`config.mk`:
```
export PLATFORM = sky130hd
export DESIGN_NAME = e2q_cell
export DESIGN_NICKNAME = d
export VERILOG_FILES = /design/src/sv/e2q_pkg.sv /design/src/sv/e2q_cell.sv
export SDC_FILE = /design/constraint.sdc
export NUM_CORES = 2
export LEC_CHECK = 0
export ABC_AREA = 1
export BUFFER_PORTS_ARGS = -buffer_cell sky130_fd_sc_hd__buf_2
export CAP_MARGIN = 20
export CORE_MARGIN = 5
export CORE_UTILIZATION = 25
export CTS_BUF_LIST = sky130_fd_sc_hd__clkbuf_2
export DETAILED_ROUTE_END_ITERATION = 6
export PLACE_DENSITY = 0.52
export SYNTH_ARGS = -nofsm -noshare
export SYNTH_HDL_FRONTEND = slang
export SYNTH_SLANG_ARGS = --single-unit
```
`constraint.sdc`:
```
create_clock -name clock -period 12.5 [get_ports clock]
set_clock_uncertainty 0.15 [all_clocks]
set_input_delay 1.25 -clock clock [delete_from_list [all_inputs] [get_ports clock]]
set_output_delay 1.25 -clock clock [all_outputs]
set_load 0.01 [all_outputs]
```
`src/sv/e2q_pkg.sv`:
```
`default_nettype none

package e2q_pkg;

   localparam int CORDIC_ITERS  = 30;
   localparam int INT_FRAC      = 30;
   localparam int OUT_FRAC_BITS = 14;
   localparam int PROD_STAGES   = 4;
   localparam int LATENCY       = CORDIC_ITERS + PROD_STAGES;

   localparam int OUT_SHIFT = INT_FRAC - OUT_FRAC_BITS;
   localparam logic signed [34:0] OUT_ROUND =
      (OUT_SHIFT > 0) ? (35'sd1 <<< (OUT_SHIFT - 1)) : 35'sd0;
   localparam logic signed [34:0] OUT_ONE = 35'sd1 <<< OUT_FRAC_BITS;

   localparam logic signed [31:0] CORDIC_GAIN = 32'sd652032874;

   localparam int LANE_YAW   = 0;
   localparam int LANE_PITCH = 1;
   localparam int LANE_ROLL  = 2;
   localparam int LANES      = 3;

   typedef struct packed {
      logic signed [31:0] x;
      logic signed [31:0] y;
      logic signed [33:0] z;
   } e2q_vec_type;

   typedef e2q_vec_type [LANES-1:0] e2q_lanes_type;

   // atan(2^-i), 2^32 = one turn
   function automatic logic signed [33:0] atan_turn(input logic [4:0] i);
      logic signed [33:0] a;
      case (i)
         5'd0:  a = 34'sh020000000;
         5'd1:  a = 34'sh012E4051E;
         5'd2:  a = 34'sh009FB385B;
         5'd3:  a = 34'sh0051111D4;
         5'd4:  a = 34'sh0028B0D43;
         5'd5:  a = 34'sh00145D7E1;
         5'd6:  a = 34'sh000A2F61E;
         5'd7:  a = 34'sh000517C55;
         5'd8:  a = 34'sh00028BE53;
         5'd9:  a = 34'sh000145F2F;
         5'd10: a = 34'sh0000A2F98;
         5'd11: a = 34'sh0000517CC;
         5'd12: a = 34'sh000028BE6;
         5'd13: a = 34'sh0000145F3;
         5'd14: a = 34'sh00000A2FA;
         5'd15: a = 34'sh00000517D;
         5'd16: a = 34'sh0000028BE;
         5'd17: a = 34'sh00000145F;
         5'd18: a = 34'sh000000A30;
         5'd19: a = 34'sh000000518;
         5'd20: a = 34'sh00000028C;
         5'd21: a = 34'sh000000146;
         5'd22: a = 34'sh0000000A3;
         5'd23: a = 34'sh000000051;
         5'd24: a = 34'sh000000029;
         5'd25: a = 34'sh000000014;
         5'd26: a = 34'sh00000000A;
         5'd27: a = 34'sh000000005;
         5'd28: a = 34'sh000000003;
         5'd29: a = 34'sh000000001;
         default: a = 34'sd0;
      endcase
      return a;
   endfunction

endpackage

`default_nettype wire

```
`src/sv/e2q_cell.sv`:
```
`default_nettype none

module e2q_cell (
   input  wire logic                   clock,
   input  wire logic                   reset,
   input  wire logic [4:0]             idx,
   input  wire logic                   valid_in,
   input  wire e2q_pkg::e2q_lanes_type lanes_in,
   output logic                        valid_out,
   output e2q_pkg::e2q_lanes_type      lanes_out
);
   import e2q_pkg::*;

   logic          valid_ff;
   e2q_lanes_type lanes_ff;
   e2q_lanes_type lanes_in_next;

   always_comb begin
      logic signed [31:0] x;
      logic signed [31:0] y;
      logic signed [33:0] z;
      logic signed [31:0] dx;
      logic signed [31:0] dy;
      logic signed [33:0] a;
      a = atan_turn(idx);
      for (int l = 0; l < LANES; l++) begin
         x  = lanes_in[l].x;
         y  = lanes_in[l].y;
         z  = lanes_in[l].z;
         dx = y >>> idx;
         dy = x >>> idx;
         if (!z[33]) begin
            lanes_in_next[l].x = x - dx;
            lanes_in_next[l].y = y + dy;
            lanes_in_next[l].z = z - a;
         end else begin
            lanes_in_next[l].x = x + dx;
            lanes_in_next[l].y = y - dy;
            lanes_in_next[l].z = z + a;
         end
      end
   end

   always_ff @(posedge clock) begin
      if (reset) begin
         valid_ff <= 1'b0;
      end else begin
         valid_ff <= valid_in;
      end
   end

   always_ff @(posedge clock) begin
      lanes_ff <= lanes_in_next;
   end

   assign valid_out = valid_ff;
   assign lanes_out = lanes_ff;

endmodule

`default_nettype wire

```
==> metrics.sh <==
TIMING.CRITICAL_PATH.FANOUT_MAX=62
INITIAL_UTILIZATION_PCT=25.05
TOP_FLIP_FLOP_CELL_BY_INSTANCE_COUNT_AFTER_SYNTHESIS='sky130_fd_sc_hd__dfxtp_1'
CLK_PATH_BUF_DEPTH=3
CTS_TREE='done'
CP_DATA_ARRIVAL_TIME_NS=8.11
CRITICALPATHCATEGORY='input port to flip-flop'
SWITCHING_SHARE_PCT=49.73
CTS.REPORTEDPATHS.CLKPINSLEW_NS=0.10
DRT_PASS1_ITERATIONS=6
TIMING.CRITICAL_PATH.FROM_TYPE='input port'
YS_SEQ_ELEMENTS=295
HPWLAFTERDP_MM=158.3
DPL.CELL_COUNT=9299
DRC=0
WORSTHOLDPATHTYPE='input port to flip-flop'
SYNTH_CELL_TYPE_COUNT=56
VIA_COUNT_OF_THE_FIRST_GLOBAL_ROUTING_PASS=45540
DRIVE_ABOVE_1_SHARE_PCT=11.04
TIMING.CRITICAL_PATH.FROM='idx[3]'
GRT_ANTENNA_BEFORE_REPAIR=39
FINAL_DESIGN_AREA_NO_FILL_UM2=46190
PERIOD_SHARE_PCT=56.07
MAX_FREQ_MHz=142.7
FIN_CELLS=9636
FINALHOLDVIOLATIONS=0
STATUS='complete, no violations'
DIEWIDTH_UM=405.2
WL_MM=190.6
LEAKAGEPOWER_nW=24.22
AVGROUTEDWIREPERCELL_UM=19.78
TOTAL_CTS_BUFFERS=89
VIAS_PER_CELL=4.985
GRT_PASS1_WL_MM=276.3
SEQ_POWER_SHARE_PCT=25.9
ROUTED-VIA-COUNT=48040
FILLERINSTANCES=17840
LAYOUT_MIN_CYCLE_TIME_NS=7.009
ENDPOINT_KIND='flip-flop'
POWER_mW=5.663
DIE_AREA_UM2=164200
SYN_AREA_PER_CELL_UM2=5.686
CP-ENDPOINT='lanes_out[158]$_DFF_P_'
INTERNAL-POWER_mW=2.846
SYN-NUM-NETS=7478
NETSWITCHINGPOWER_mW=2.816
SYNTH-SEQ-AREA-SHARE_PCT=15.12
ANTENNA_LEFT=0
WORST_EP_REQUIRED_TIME_NS=13.60
SLEW_VIOLATIONS=0
TOTALNEGATIVESETUPSLACK_NS=0
GLOBALROUTETOTALUTIL_PCT=21.96
SYNTH_CELLS=6867
POWER.SHARE.COMBINATIONAL_PCT=59.2
POWER_FRAC_CLOCK_PCT=14.9
SETUP_VIOLATIONS=0
FLOORPLAN.DIE.HEIGHT_UM=405.2
CLOCKROOTBUFFER='sky130_fd_sc_hd__clkbuf_2'
NETS=8104
MAX_SLEW_MARGIN_PCT=30.36
PIN_COUNT_OF_THE_BIGGEST_NET_ENTERING_GLOBAL_ROUTING=114
GLOBAL_ROUTE.OVERFLOW_TOTAL=0
GLOBALPLACE.CONGESTION=0.9723
POWER.IR.VDD_WORST_mV=0.09080
SYN_AREA_UM2=39050
PORT_BUFFERS=596
PLACED_AREA_UM2=43650
ROWS=145
CTS_MAX_LEVEL=3
IO-PIN-COUNT=597
AREAGROWTHSYNTHTOFINISH_PCT=18.29
SYNTH-EDFF-COUNT=0
GRT_SETUP_UNREPAIRED='no'
DRV.MAX_CAP_VIOLATION_COUNT=0
FP.COREAREA_UM2=155800
TIGHTESTPINTRANSITION_NS=1.045
CLOCK_SINKS=295
ASYNCSETRESETFLOPFRACSYNTH_PCT=0
SYNTH_WARNINGS=0
DR.FIRST_ITER.DRC_COUNT=3931
POWER-PER-CELL-AREA_nW_PER_UM2=122.6
[worst max-delay path, stage by stage]
cell,delay (ns)
sky130_fd_sc_hd__buf_2,0.13
sky130_fd_sc_hd__buf_4,0.64
sky130_fd_sc_hd__clkinv_2,0.68
sky130_fd_sc_hd__nor2_4,0.33
sky130_fd_sc_hd__buf_4,0.40
sky130_fd_sc_hd__buf_4,0.66
sky130_fd_sc_hd__nand2_1,0.11
sky130_fd_sc_hd__nand2_1,0.17
sky130_fd_sc_hd__inv_1,0.10
sky130_fd_sc_hd__nand2_1,0.12
sky130_fd_sc_hd__nor2_1,0.08
sky130_fd_sc_hd__nand2_1,0.09
sky130_fd_sc_hd__nor2_2,0.08
sky130_fd_sc_hd__nor2_1,0.22
sky130_fd_sc_hd__xor2_1,0.21
sky130_fd_sc_hd__ha_1,0.35
sky130_fd_sc_hd__a21oi_1,0.30
sky130_fd_sc_hd__o21ai_0,0.15
sky130_fd_sc_hd__nand2_1,0.08
sky130_fd_sc_hd__nand2_1,0.05
sky130_fd_sc_hd__a31oi_1,0.45
sky130_fd_sc_hd__o21ai_0,0.24
sky130_fd_sc_hd__nand2_1,0.15
sky130_fd_sc_hd__o21ai_0,0.15
sky130_fd_sc_hd__nand2_1,0.09
sky130_fd_sc_hd__nand2_1,0.06
sky130_fd_sc_hd__xor2_1,0.14
sky130_fd_sc_hd__dlygate4sd3_1,0.55
[per-stage QoR]
step | worst slack [ns] | util [%] | hold WS [ns]
floorplan | 7.143 | - | 1.171
global placement | 4.399 | 28.01 | 1.257
detailed placement | 4.443 | 28.01 | 1.263
CTS | 5.960 | 29.61 | 0.00001565
global route | 5.171 | 29.62 | 0.1424
finish | 5.491 | 29.64 | 0.2798
[cells in the mapped netlist, types with 3 or more instances]
cell type | n | area (µm²)
sky130_fd_sc_hd__a211oi_1 | 12 | 90.09
sky130_fd_sc_hd__a21boi_0 | 11 | 82.58
sky130_fd_sc_hd__a21o_1 | 27 | 202.7
sky130_fd_sc_hd__a21oi_1 | 361 | 1807
sky130_fd_sc_hd__a221oi_1 | 4 | 35.03
sky130_fd_sc_hd__a31oi_1 | 58 | 362.9
sky130_fd_sc_hd__and2_1 | 3 | 18.77
sky130_fd_sc_hd__buf_1 | 38 | 142.6
sky130_fd_sc_hd__buf_2 | 94 | 470.5
sky130_fd_sc_hd__buf_4 | 21 | 157.7
sky130_fd_sc_hd__buf_6 | 9 | 101.4
sky130_fd_sc_hd__clkbuf_1 | 84 | 315.3
sky130_fd_sc_hd__dfxtp_1 | 295 | 5906
sky130_fd_sc_hd__fa_1 | 9 | 180.2
sky130_fd_sc_hd__ha_1 | 300 | 3754
sky130_fd_sc_hd__inv_1 | 609 | 2286
sky130_fd_sc_hd__inv_2 | 10 | 37.54
sky130_fd_sc_hd__nand2_1 | 2373 | 8907
sky130_fd_sc_hd__nand2_2 | 12 | 75.07
sky130_fd_sc_hd__nand3_1 | 1007 | 5040
sky130_fd_sc_hd__nand3_2 | 4 | 40.04
sky130_fd_sc_hd__nand3b_1 | 21 | 157.7
sky130_fd_sc_hd__nand4_1 | 43 | 269.0
sky130_fd_sc_hd__nor2_1 | 497 | 1866
sky130_fd_sc_hd__nor2_2 | 24 | 150.1
sky130_fd_sc_hd__nor2_4 | 3 | 33.78
sky130_fd_sc_hd__nor3_1 | 55 | 275.3
sky130_fd_sc_hd__nor3b_1 | 3 | 22.52
sky130_fd_sc_hd__nor4_1 | 23 | 143.9
sky130_fd_sc_hd__o211ai_1 | 23 | 172.7
sky130_fd_sc_hd__o21a_1 | 34 | 255.2
sky130_fd_sc_hd__o21ai_0 | 309 | 1546
sky130_fd_sc_hd__o21ai_1 | 36 | 180.2
sky130_fd_sc_hd__o21ai_2 | 5 | 43.79
sky130_fd_sc_hd__o21bai_1 | 9 | 67.56
sky130_fd_sc_hd__o221a_2 | 4 | 45.04
sky130_fd_sc_hd__o221ai_1 | 5 | 43.79
sky130_fd_sc_hd__o22ai_1 | 6 | 37.54
sky130_fd_sc_hd__xnor2_1 | 116 | 1016
sky130_fd_sc_hd__xor2_1 | 288 | 2522
[cell type report]
cell class	count	area [µm²]	share of cell area (%)
Antenna cell	14	35.03	0.07585
Clock buffer	115	575.6	1.246
Clock inverter	47	312.8	0.6772
Inverter	622	2354	5.096
Multi-Input combinational cell	5704	29630	64.16
Sequential cell	295	5906	12.79
Tap cell	2058	2575	5.575
Timing Repair Buffer	781	4796	10.38
[layer usage]
metal	part of all wire [%]	track usage [%]	up-vias
met3	6.6	3.456	336
met5	0.098	0	-
met2	48	39.22	1775
li1	-	-	23820
met4	4.1	8.880	30
met1	41	26.20	22080
[power groups by stage]
stage | registers (mW) | logic, mW | clock network [mW]
floorplan | 1.67 | 1.85 | 0
global placement | 1.49 | 3.33 | 0
detailed placement | 1.49 | 3.30 | 0
CTS | 1.48 | 3.38 | 0.912
global route | 1.50 | 3.70 | 0.944
finish | 1.46 | 3.35 | 0.844
[worst min path at each step]
| stage | from | endpoint | slack (ns) | depth (start not counted) |
|---|---|---|---|---|
| floorplan | reset | valid_out$_SDFF_PP0_ | 1.17 | 1 |
| global placement | reset | valid_out$_SDFF_PP0_ | 1.26 | 2 |
| detailed placement | reset | valid_out$_SDFF_PP0_ | 1.26 | 2 |
| CTS | lanes_in[240] | lanes_out[240]$_DFF_P_ | 0.00002 | 3 |
| global route | lanes_in[268] | lanes_out[268]$_DFF_P_ | 0.14 | 3 |
| finish | lanes_in[215] | lanes_out[215]$_DFF_P_ | 0.28 | 3 |
[registers in the layout, indices dropped and copies added, names as in the netlist]
register / count
lanes_out: 294
valid_out: 1
[layout by cell type (no fill, tap or decap), drive strengths merged, types with 2 or more instances in the layout]
cell type	count
nand3b	21
nand3	1011
a211oi	12
clkbuf	115
clkinvlp	3
o221a	4
diode	14
and2	3
a21boi	11
a21o	27
nor3	57
o221ai	6
a21oi	363
bufinv	4
nor3b	3
o21bai	9
nand2	2386
a221oi	4
dlygate4sd3	161
inv	618
xnor2	116
nand4	43
o21a	34
clkinv	44
nor2	524
dfxtp	295
xor2	288
or2	4
o211ai	24
o21ai	350
fa	9
nor4	23
and3	2
buf	620
ha	300
o22ai	6
a31oi	58
[logic make-up (layout without fill, tap and decap cells)]
| group | Yosys count | count (layout) | share of synthesized area, % |
|---|---|---|---|
| AOI/OAI and AO/OA | 913 | 913 | 12.98 |
| xor gates and xnor gates | 404 | 404 | 9.062 |
| adders and majority gates | 309 | 309 | 10.07 |
| buffers and inverters | 868 | 1565 | 9.027 |
| DFF | 295 | 295 | 15.12 |
| other | 0 | 14 | 0 |
| and+or+nand+nor | 4078 | 4078 | 43.73 |
[what timing repair did]
action / in CTS / in global routing
buffers inserted: 0 / 0
endpoints found under the hold margin: 154 / 0
resized for setup: 0 / 0
hold buffers: 161 / 0
Note: power is estimated with default switching activity, not from simulation.
